**src/design/bar_pkg.sv**
```systemverilog
`timescale 1ns / 1ps
// ----------------------------------------------------------------------------
// bar_pkg
// Shared types and constants for the button auto-repeat unit.
// ----------------------------------------------------------------------------
package bar_pkg;

    localparam int PAD_W       = 16;
    localparam int DELAY_W     = 8;
    localparam int COUNT_W     = 9;
    localparam int GROUP_W     = 4;
    localparam int CFG_INDEX_W = 2;

    localparam logic [PAD_W-1:0] FACE_MASK = 16'hF000;
    localparam logic [PAD_W-1:0] NAV_MASK  = 16'h08E0;

    localparam logic [DELAY_W-1:0] FIRST_DELAY_RESET     = 8'd12;
    localparam logic [DELAY_W-1:0] REPEAT_INTERVAL_RESET = 8'd5;

    localparam logic [CFG_INDEX_W-1:0] CFG_FIRST_DELAY     = 2'd0;
    localparam logic [CFG_INDEX_W-1:0] CFG_REPEAT_INTERVAL = 2'd1;

    typedef enum logic [1:0] {
        MODE_IDLE = 2'd0,
        MODE_FACE = 2'd1,
        MODE_NAV  = 2'd2
    } mode_t;

    typedef struct packed {
        logic [DELAY_W-1:0] first_delay;
        logic [DELAY_W-1:0] repeat_interval;
    } delay_cfg_t;

endpackage

```
**src/design/button_auto_repeat_unit.sv**
```systemverilog
`timescale 1ns / 1ps
// ----------------------------------------------------------------------------
// button_auto_repeat_unit
// Delayed auto-shift repeat for a 16-bit pad word, one result word per frame.
//
//   channel | signals                               | direction
//   --------+---------------------------------------+----------
//   input   | in_valid, in_ready, pad_bits          | in
//   output  | out_valid, out_ready, triggered_buttons| out
//   config  | cfg_valid, cfg_ready, cfg_index, cfg_data | in
//
// Path from input accept to result: the input register, then the state
// update into the result register. One word per cycle when not stalled.
// Reset puts the mode in idle, clears counters and loads both delays.
// A stalled output holds the result and the input register; input stays
// ready while either stage can advance. Config writes complete every cycle.
// ----------------------------------------------------------------------------
module button_auto_repeat_unit (
    input  logic                             clk,
    input  logic                             rst_n,
    input  logic                             in_valid,
    output logic                             in_ready,
    input  logic [bar_pkg::PAD_W-1:0]        pad_bits,
    output logic                             out_valid,
    input  logic                             out_ready,
    output logic [bar_pkg::PAD_W-1:0]        triggered_buttons,
    input  logic                             cfg_valid,
    output logic                             cfg_ready,
    input  logic [bar_pkg::CFG_INDEX_W-1:0]  cfg_index,
    input  logic [bar_pkg::DELAY_W-1:0]      cfg_data
);
    import bar_pkg::*;

    logic              s1_valid_reg, s1_valid_next;
    logic [PAD_W-1:0]  pad_reg;
    logic              out_valid_reg, out_valid_next;
    logic [PAD_W-1:0]  result_reg;
    logic              s1_adv, step;
    logic [PAD_W-1:0]  report;
    delay_cfg_t        delays;

    assign cfg_ready = 1'b1;

    bar_cfg u_cfg (
        .clk      (clk),
        .rst_n    (rst_n),
        .wr_en    (cfg_valid),
        .wr_index (cfg_index),
        .wr_data  (cfg_data),
        .delays   (delays)
    );

    bar_core u_core (
        .clk    (clk),
        .rst_n  (rst_n),
        .step   (step),
        .pad    (pad_reg),
        .delays (delays),
        .report (report)
    );

    assign s1_adv   = !out_valid_reg || out_ready;
    assign step     = s1_valid_reg && s1_adv;
    assign in_ready = !s1_valid_reg || s1_adv;

    assign s1_valid_next  = (in_valid && in_ready) || (s1_valid_reg && !s1_adv);
    assign out_valid_next = step || (out_valid_reg && !out_ready);

    always_ff @(posedge clk or negedge rst_n)
    begin
        if (!rst_n)
        begin
            s1_valid_reg  <= 1'b0;
            out_valid_reg <= 1'b0;
        end
        else
        begin
            s1_valid_reg  <= s1_valid_next;
            out_valid_reg <= out_valid_next;
        end
    end

    // hold payloads while stalled
    always_ff @(posedge clk)
    begin
        if (in_valid && in_ready)
            pad_reg <= pad_bits;
        if (step)
            result_reg <= report;
    end

    assign out_valid         = out_valid_reg;
    assign triggered_buttons = result_reg;

`ifndef SYNTHESIS
    a_report_in_masks: assert property (@(posedge clk) disable iff (!rst_n)
        out_valid |-> ((triggered_buttons & ~(FACE_MASK | NAV_MASK)) == '0))
        else $error("result word has bits outside the button groups");

    a_step_fills_output: assert property (@(posedge clk) disable iff (!rst_n)
        step |=> out_valid)
        else $error("processed word did not reach the output register");

    a_stage_holds: assert property (@(posedge clk) disable iff (!rst_n)
        (s1_valid_reg && out_valid && !out_ready) |=> (s1_valid_reg && $stable(pad_reg)))
        else $error("input stage lost a word under output stall");
`endif

endmodule

```
**src/design/bar_cfg.sv**
```systemverilog
`timescale 1ns / 1ps
// ----------------------------------------------------------------------------
// bar_cfg
// Delay register file: first delay and repeat interval.
// ----------------------------------------------------------------------------
module bar_cfg (
    input  logic                             clk,
    input  logic                             rst_n,
    input  logic                             wr_en,
    input  logic [bar_pkg::CFG_INDEX_W-1:0]  wr_index,
    input  logic [bar_pkg::DELAY_W-1:0]      wr_data,
    output bar_pkg::delay_cfg_t              delays
);
    import bar_pkg::*;

    delay_cfg_t delays_reg;
    delay_cfg_t delays_next;

    always_comb
    begin
        delays_next = delays_reg;
        if (wr_en)
        begin
            case (wr_index)
                CFG_FIRST_DELAY:     delays_next.first_delay     = wr_data;
                CFG_REPEAT_INTERVAL: delays_next.repeat_interval = wr_data;
                default:             delays_next = delays_reg;
            endcase
        end
    end

    always_ff @(posedge clk or negedge rst_n)
    begin
        if (!rst_n)
        begin
            delays_reg.first_delay     <= FIRST_DELAY_RESET;
            delays_reg.repeat_interval <= REPEAT_INTERVAL_RESET;
        end
        else
        begin
            delays_reg <= delays_next;
        end
    end

    assign delays = delays_reg;

endmodule

```
**src/design/bar_core.sv**
```systemverilog
`timescale 1ns / 1ps
// ----------------------------------------------------------------------------
// bar_core
// Repeat state machine: mode, per-group counters, limits and last-frame bits.
// ----------------------------------------------------------------------------
module bar_core (
    input  logic                        clk,
    input  logic                        rst_n,
    input  logic                        step,
    input  logic [bar_pkg::PAD_W-1:0]   pad,
    input  bar_pkg::delay_cfg_t         delays,
    output logic [bar_pkg::PAD_W-1:0]   report
);
    import bar_pkg::*;

    mode_t                mode_reg, mode_next, mode_eff;
    logic [COUNT_W-1:0]   face_count_reg, face_count_next;
    logic [COUNT_W-1:0]   nav_count_reg, nav_count_next;
    logic [DELAY_W-1:0]   face_limit_reg, face_limit_next;
    logic [DELAY_W-1:0]   nav_limit_reg, nav_limit_next;
    logic [GROUP_W-1:0]   face_seen_reg, face_seen_next;
    logic [GROUP_W-1:0]   nav_seen_reg, nav_seen_next;

    logic [PAD_W-1:0]     face_now, nav_now;
    logic                 face_start, nav_start;
    logic                 face_hit, nav_hit, face_fire, nav_fire;
    logic [COUNT_W-1:0]   face_base, nav_base, face_inc, nav_inc;
    logic [DELAY_W-1:0]   face_lim, nav_lim;

    assign face_now       = pad & FACE_MASK;
    assign nav_now        = pad & NAV_MASK;
    assign face_seen_next = pad[15:12];
    assign nav_seen_next  = {pad[11], pad[7:5]};

    // next state
    always_comb
    begin
        mode_eff   = ((face_now | nav_now) == '0) ? MODE_IDLE : mode_reg;
        face_start = (mode_eff == MODE_IDLE) && (face_now != '0);
        nav_start  = (mode_eff == MODE_IDLE) && (nav_now != '0);
        if (nav_start)
            mode_next = MODE_NAV;
        else if (face_start)
            mode_next = MODE_FACE;
        else
            mode_next = mode_eff;
    end

    // outputs and group datapath
    always_comb
    begin
        face_base = face_start ? '0 : face_count_reg;
        nav_base  = nav_start  ? '0 : nav_count_reg;
        face_lim  = face_start ? delays.first_delay : face_limit_reg;
        nav_lim   = nav_start  ? delays.first_delay : nav_limit_reg;
        face_inc  = face_base + COUNT_W'(1);
        nav_inc   = nav_base + COUNT_W'(1);

        face_hit  = (mode_next == MODE_FACE) && ((face_seen_next & face_seen_reg) != '0);
        nav_hit   = (mode_next == MODE_NAV) && ((nav_seen_next & nav_seen_reg) != '0);
        face_fire = face_hit && (face_inc > {1'b0, face_lim});
        nav_fire  = nav_hit && (nav_inc > {1'b0, nav_lim});

        face_count_next = face_fire ? '0 : (face_hit ? face_inc : face_base);
        nav_count_next  = nav_fire  ? '0 : (nav_hit  ? nav_inc  : nav_base);
        face_limit_next = face_fire ? delays.repeat_interval : face_lim;
        nav_limit_next  = nav_fire  ? delays.repeat_interval : nav_lim;

        report = '0;
        if (face_start || face_fire)
            report = report | face_now;
        if (nav_fire)
            report = report | nav_now;
    end

    always_ff @(posedge clk or negedge rst_n)
    begin
        if (!rst_n)
        begin
            mode_reg       <= MODE_IDLE;
            face_count_reg <= '0;
            nav_count_reg  <= '0;
            face_limit_reg <= FIRST_DELAY_RESET;
            nav_limit_reg  <= FIRST_DELAY_RESET;
            face_seen_reg  <= '0;
            nav_seen_reg   <= '0;
        end
        else if (step)
        begin
            mode_reg       <= mode_next;
            face_count_reg <= face_count_next;
            nav_count_reg  <= nav_count_next;
            face_limit_reg <= face_limit_next;
            nav_limit_reg  <= nav_limit_next;
            face_seen_reg  <= face_seen_next;
            nav_seen_reg   <= nav_seen_next;
        end
    end

endmodule
```
**config.mk**
```make
export PLATFORM = sky130hd
export DESIGN_NAME = button_auto_repeat_unit
export DESIGN_NICKNAME = d
export VERILOG_FILES = /design/src/design/bar_pkg.sv /design/src/design/button_auto_repeat_unit.sv /design/src/design/bar_cfg.sv /design/src/design/bar_core.sv
export SDC_FILE = /design/constraint.sdc
export NUM_CORES = 1
export LEC_CHECK = 0
export ABC_AREA = 1
export BUFFER_PORTS_ARGS = -buffer_cell sky130_fd_sc_hd__buf_4
export CORE_ASPECT_RATIO = 1.4
export CORE_MARGIN = 4
export CORE_UTILIZATION = 35
export CTS_CLUSTER_DIAMETER = 200
export DETAILED_ROUTE_END_ITERATION = 7
export PLACE_DENSITY = 0.55
export SYNTH_ARGS = -nofsm -noshare
export SYNTH_HDL_FRONTEND = slang
export SYNTH_SLANG_ARGS = --single-unit
export TNS_END_PERCENT = 20
```
**constraint.sdc**
```tcl
create_clock -name clk -period 3.95 [get_ports clk]
set_input_delay 0.79 -clock clk [delete_from_list [all_inputs] [get_ports clk]]
set_output_delay 0.79 -clock clk [all_outputs]
set_load 0.005 [all_outputs]
```
==> results of run 1 <==
## routing by layer
layer	vias to the layer above	share of wire (%)	GRT usage (%)
li1	1920	-	-
met1	1779	45	17.95
met2	80	49	24.46
met3	23	3.6	2.756
met4	0	2.3	6.092
met5	-	0	0
## tightest hold or removal path: stages (launching register included)
cell,delay [ns]
dfstp_2,0.37
nand2_1,0.05
nand2_1,0.05
## stage by stage
stage / power, mW / hold WS (ns) / instance area, µm²
2_1_floorplan: 2.260 / 0.4417 / 4717
3_3_place_gp: 2.584 / 0.4544 / 5049
3_5_place_dp: 2.617 / 0.4605 / 5049
4_1_cts: 3.491 / 0.4724 / 5356
5_1_grt: 3.761 / 0.4859 / 5361
6_report: 3.459 / 0.4704 / 5361
## how the worst min path moves through the flow
stage | from | to | slack, ns
after floorplan | u_core.nav_limit_reg[0] | u_core.nav_limit_reg[0] | 0.44
after global placement | u_core.nav_limit_reg[0] | u_core.nav_limit_reg[0] | 0.45
after detailed placement | u_core.nav_limit_reg[3] | u_core.nav_limit_reg[3] | 0.46
after CTS | u_core.face_limit_reg[3] | u_core.face_limit_reg[3] | 0.47
after global routing | u_core.face_limit_reg[3] | u_core.face_limit_reg[3] | 0.49
final | u_core.face_limit_reg[2] | u_core.face_limit_reg[2] | 0.47
## placed cells by master, fill, tap and decap left out, drive strengths merged
| cell type | synthesis | final |
|---|---|---|
| a31oi | 1 | 1 |
| a21oi | 13 | 13 |
| or2 | 2 | 2 |
| a22o | 2 | 2 |
| nor2 | 26 | 26 |
| o21ai | 47 | 47 |
| edfxtp | 16 | 16 |
| nor3b | 1 | 1 |
| inv | 70 | 72 |
| clkinvlp | 0 | 2 |
| dfstp | 8 | 8 |
| nand3 | 77 | 77 |
| bufinv | 0 | 1 |
| and2 | 3 | 3 |
| conb | 2 | 9 |
| ha | 18 | 18 |
| clkbuf | 9 | 9 |
| nand2 | 183 | 183 |
| o31ai | 2 | 2 |
| buf | 19 | 37 |
| dfrtp | 54 | 54 |
| nand4 | 3 | 3 |
| nor4 | 1 | 1 |
| mux2i | 14 | 14 |
| a221oi | 1 | 1 |
| o22ai | 1 | 1 |
| xor2 | 6 | 6 |
| clkinv | 0 | 2 |
| nand3b | 2 | 2 |
## kinds of logic after synthesis
logic type	synth area share, %
multiplexers	2.987
AO/OA/AOI/OAI	8.349
flip-flops	43.53
AND/OR/NAND/NOR	29.79
other	0.1601
adder cells (fa/ha/maj)	4.801
XOR/XNOR	1.120
buffers and inverters	9.256
## where the power goes
| part | internal (mW) | switching (mW) | total (mW) |
|---|---|---|---|
| logic | 0.553 | 0.912 | 1.47 |
| registers | 1.02 | 0.120 | 1.14 |
| clock network | 0.498 | 0.353 | 0.851 |
## layout make-up
cell class | count | share of cell area [%]
clock buffer | 9 | 4.201
tap | 178 | 4.154
clock inverter | 7 | 1.540
inverter | 70 | 4.901
sequential | 78 | 38.09
timing repair buffer | 37 | 5.181
multi-input combinational | 412 | 41.94
==> results.cfg, run 1 <==
[grt]
grt_pass1_vias = 3723
grt.overflow.total = 0
grt_pass1_wl_um = 18030
grt_max_degree = 63
antenna_found_initial = 0
grt_usage_pct = 14.46

[synthesis]
yosysWarnings = 0
synthTopCellsByCount = nand2_1, nand3_1, inv_1
avgSynthCellArea_um2 = 8.074
syn-cell-area_um2 = 4691
synth_area_leaders = dfrtp_1, nand2_1, edfxtp_1
synth_top_area_share_pct = 28.81
async_reset_ff_share_pct = 79.49
ys.flop_type = dfrtp_1
ys_seq_area_share_pct = 43.53
synth.most_common_cell = nand2_1
netlist_instances = 581
synth_area_leader_cell = dfrtp_1
synth-seq-cells = 78
synth_cell_types = 40
synth_edf_count = 16

[floorplan]
coreArea_um2 = 13000
num_rows = 49
die_x_um = 105.8
die_y_um = 145.0
num_io_pins = 50
dieArea_um2 = 15340
initial_core_util_pct = 36.09

[timing]
max_clock_freq_mhz = 287.1
timing.slew.headroom_pct = 28.07
drv_slew = 0
setup_ws_ns = 0.4665
worst_pin_slew_ns = 1.078
skew_ns = 0.006118
layout_min_cycle_time_ns = 3.483
rsz0062_at_grt = no
fin_crit_sh_pct = 88.19
setup_viol = 0
final-hold-violation-count = 0
setup_tns_ns = 0

[cells_and_area]
area_growth_pct = 14.30
n_antenna_cell = 0
regArea_um2 = 2042
fill_cells = 1332
drive_gt1_share_pct = 16.15
fin_cells = 791
final_core_util_pct = 41.25
largest_register_ffs = 16
final_net_count = 657
multiInputGateArea_um2 = 2248

[worst_setup_path]
endpoint = u_core.nav_count_reg[4]
cp_slowest_stage_delay_ns = 0.41
end_kind = register
critPathBufInv = 3
r2r_end = u_core.nav_count_reg[4]
crit_fanout = 10
cp.arrival_ns = 3.75
reg2reg_from = pad_reg[7]
cp-start-kind = register
required_ns = 4.21
cp_cell_sequence = inv_1 > nand2_2 > nor2_4 > inv_1 > nand2_4 > inv_2 > nor2_1 > ha_1 > nand3_4 > nor2_4 > xor2_1 > ha_1 > a21oi_1 > nor2_1 > nor2_1 > nand2_1 > nand3_1 > nand2_1 > o31ai_2 > nand3_4 > nand2_4 > nand2_1 > o21ai_1
reg2reg_depth = 23
crit_type = reg -> reg
crit_cells = 23
crit_family = simple AND/OR/NAND/NOR gates
rrSetupSlack_ns = 0.47
startpoint = pad_reg[7]
cpMaxStageDelayCell = edfxtp_1

[place]
dp.cells = 775
dpl.hpwl_um = 7526
place_ws_ns = 0.3839
routabilityCongestion = 0.8491
port_buffers = 32

[job]
maxCapViolations = 0

[clock_network]
cts_root_buf = clkbuf_16
holdBufCountCts = 0
path_clk_slew_ns = 0.07
cts_resized = 0
cts.path.max_buffers = 2
post-cts-setup-buffers = 0
clkSinkCount = 78
cts_buffers = 9
cts-htree-levels = 3
cts_tree = yes
insertion_delay_ns = 0.34

[route]
drt_iter0_markers = 131
drc = 0
vias = 3802
firstDrtPassIters = 4
viasPerCell = 4.807
antenna_left = 0
routed_wl_um = 10530
wl_per_cell_um = 13.32

[power]
power_density_nw_per_um2 = 645.3
peakVddDrop_v = 0.0002489
p_leak_nw = 2.832

[outcome]
status = complete, no violations

[hold_path]
hp-class = reg -> reg
hold_path_depth = 2
No activity file was read; power rests on OpenSTA's default activity.
==> run 2, diff against run 1 <==
==> constraint.sdc (replaced) <==
create_clock -name clk -period 3.65 [get_ports clk]
set_input_delay 0.73 -clock clk [delete_from_list [all_inputs] [get_ports clk]]
set_output_delay 0.73 -clock clk [all_outputs]
set_load 0.005 [all_outputs]
==> run 2 against run 1 <==
  * Combinational power increased by 18%
  * Non-clock buffer count up 7
  * Routed wire length increased by 1.6%
  * Fmax up 2.9%
  * Final cell count up 0.88%
  * First-iteration DRC count increased by 65%
  * Sequential power is 9% higher
  * Sequential cell count is the same
  * Die area stayed put
  * Clock power increased by 30%
  * Highest routed layer unchanged
==> results.cfg, run 2 (same netlist as run 1, synthesis figures left out) <==
[power]
power_density_nw_per_um2 = 739.5
report.power.total_mw = 4.078
p_leak_nw = 2.895
peakVddDrop_v = 0.0002522

[route]
wl_per_cell_um = 13.41
drc = 0
viasPerCell = 4.810
vias = 3838
routed_wl_um = 10700
drt_iter0_markers = 216
firstDrtPassIters = 5
antenna_left = 0

[clock_network]
path_clk_slew_ns = 0.06
holdBufCountCts = 0
cts.path.max_buffers = 2
insertion_delay_ns = 0.34
cts_tree = yes
cts-htree-levels = 3
clkSinkCount = 78
cts_root_buf = clkbuf_16
cts_buffers = 9

[cells_and_area]
n_antenna_cell = 0
fill_cells = 1334
area_growth_pct = 17.55
fin_area_um2 = 5514
final_core_util_pct = 42.42
mostFrequentLayoutCell = nand2_1
final_net_count = 664
final_cell_mix = nand2_1, nand3_1, inv_1, dfrtp_1, buf_4
largest_register_ffs = 16
drive_gt1_share_pct = 18.23

[worst_setup_path]
end_kind = register
cpMaxStageDelayCell = edfxtp_1
cp_cell_sequence = inv_2 > nand2_2 > nor2_4 > inv_1 > nand2_4 > inv_2 > nor2_1 > ha_2 > nand3_4 > nor2_4 > xor2_2 > ha_1 > a21oi_1 > nor2_1 > nor2_1 > nand2_1 > nand3_1 > nand2_1 > o31ai_4 > nand3_4 > buf_4 > nand3_1 > nand3_1 > nand2_1
cp.arrival_ns = 3.66
required_ns = 3.92
cp_slowest_stage_delay_ns = 0.42
crit_type = reg -> reg
crit_fanout = 9
cp-start-kind = register

[floorplan]
dieArea_um2 = 15340
coreArea_um2 = 13000
initial_core_util_pct = 36.09
die_x_um = 105.8
num_io_pins = 50
die_y_um = 145.0
num_rows = 49

[timing]
drv_slew = 0
max_clock_freq_mhz = 295.5
worst_pin_slew_ns = 1.088
final-hold-violation-count = 0
timing.slew.headroom_pct = 27.41
fin_crit_sh_pct = 92.72
skew_ns = 0.006054
layout_min_cycle_time_ns = 3.384
setup_viol = 0

[job]
maxCapViolations = 0

[place]
dpl.hpwl_um = 7549
port_buffers = 32
place_area_um2 = 5071
routabilityCongestion = 0.8276

[grt]
grt_pass1_vias = 3764
grt_max_degree = 63
grt_pass1_wl_um = 17980
grt.overflow.total = 0
grt_usage_pct = 14.50
antenna_found_initial = 0

[outcome]
status = complete, no violations

[hold_path]
hp-class = in -> async
run 2: timing repair:
item,4_1_cts,5_1_grt
hold endpoints to repair,0,0
buffers inserted,0,4
gates resized for setup,0,11
setup endpoints to repair,0,37
run 2: final timing paths:
| kind | startpoint | endpoint | slack [ns] | cells past startpoint |
|---|---|---|---|---|
| setup / recovery | pad_reg[6] | u_core.nav_limit_reg[1] | 0.27 | 24 |
| hold / removal | rst_n | u_core.nav_count_reg[1] | 0.46 | 1 |
| setup reg to reg | pad_reg[6] | u_core.nav_limit_reg[1] | 0.27 | 24 |
| hold reg to reg | u_core.nav_limit_reg[3] | u_core.nav_limit_reg[3] | 0.47 | 2 |
| max in group asynchronous | rst_n | u_core.nav_limit_reg[0] | 2.61 | 1 |
| min in group clk | u_core.nav_limit_reg[3] | u_core.nav_limit_reg[3] | 0.47 | 2 |
run 2: metrics by stage:
step | hold slack (ns) | TNS (ns) | setup WS [ns] | instances
4_1_cts | 0.4700 | 0 | 0.06655 | 794
5_1_grt | 0.4791 | -0.007265 | -0.003805 | 798
3_5_place_dp | 0.4587 | 0 | 0.08485 | 778
3_3_place_gp | 0.4538 | 0 | 0.1468 | 778
2_1_floorplan | 0.4344 | 0 | 0.2682 | 588
6_report | 0.4557 | 0 | 0.2656 | 798
run 2: area by class of cell:
cell class | instances | area (µm²) | area share, %
Multi-Input combinational cell | 412 | 2286 | 41.46
Sequential cell | 78 | 2042 | 37.03
Timing Repair Buffer | 44 | 330.3 | 5.990
Inverter | 70 | 262.8 | 4.765
Clock buffer | 9 | 225.2 | 4.084
Tap cell | 178 | 222.7 | 4.039
Clock inverter | 7 | 145.1 | 2.632
run 2: report_power, final:
group / switching, mW / internal (mW) / total (mW)
clock: 0.372 / 0.741 / 1.11
combinational: 1.05 / 0.674 / 1.73
sequential: 0.130 / 1.11 / 1.24
total: 1.56 / 2.52 / 4.08
run 2: metal layers:
layer | up-vias | GRT usage, % | part of all wire, %
met4 | 0 | 5.574 | 1.9
met3 | 16 | 3.333 | 3.7
met2 | 90 | 24.94 | 50
li1 | 1935 | - | -
met5 | - | 0 | 0
met1 | 1797 | 17.50 | 44
run 2: critical path: cells and delay by family (launching register included):
kind                     cells  cell delay, ns
flip-flops                   1            0.42
AND/OR/NAND/NOR             15            1.52
buffers and inverters        4            0.45
adder cells (fa/ha/maj)      2            0.51
XOR/XNOR                     1            0.19
AO/OA/AOI/OAI                2            0.21
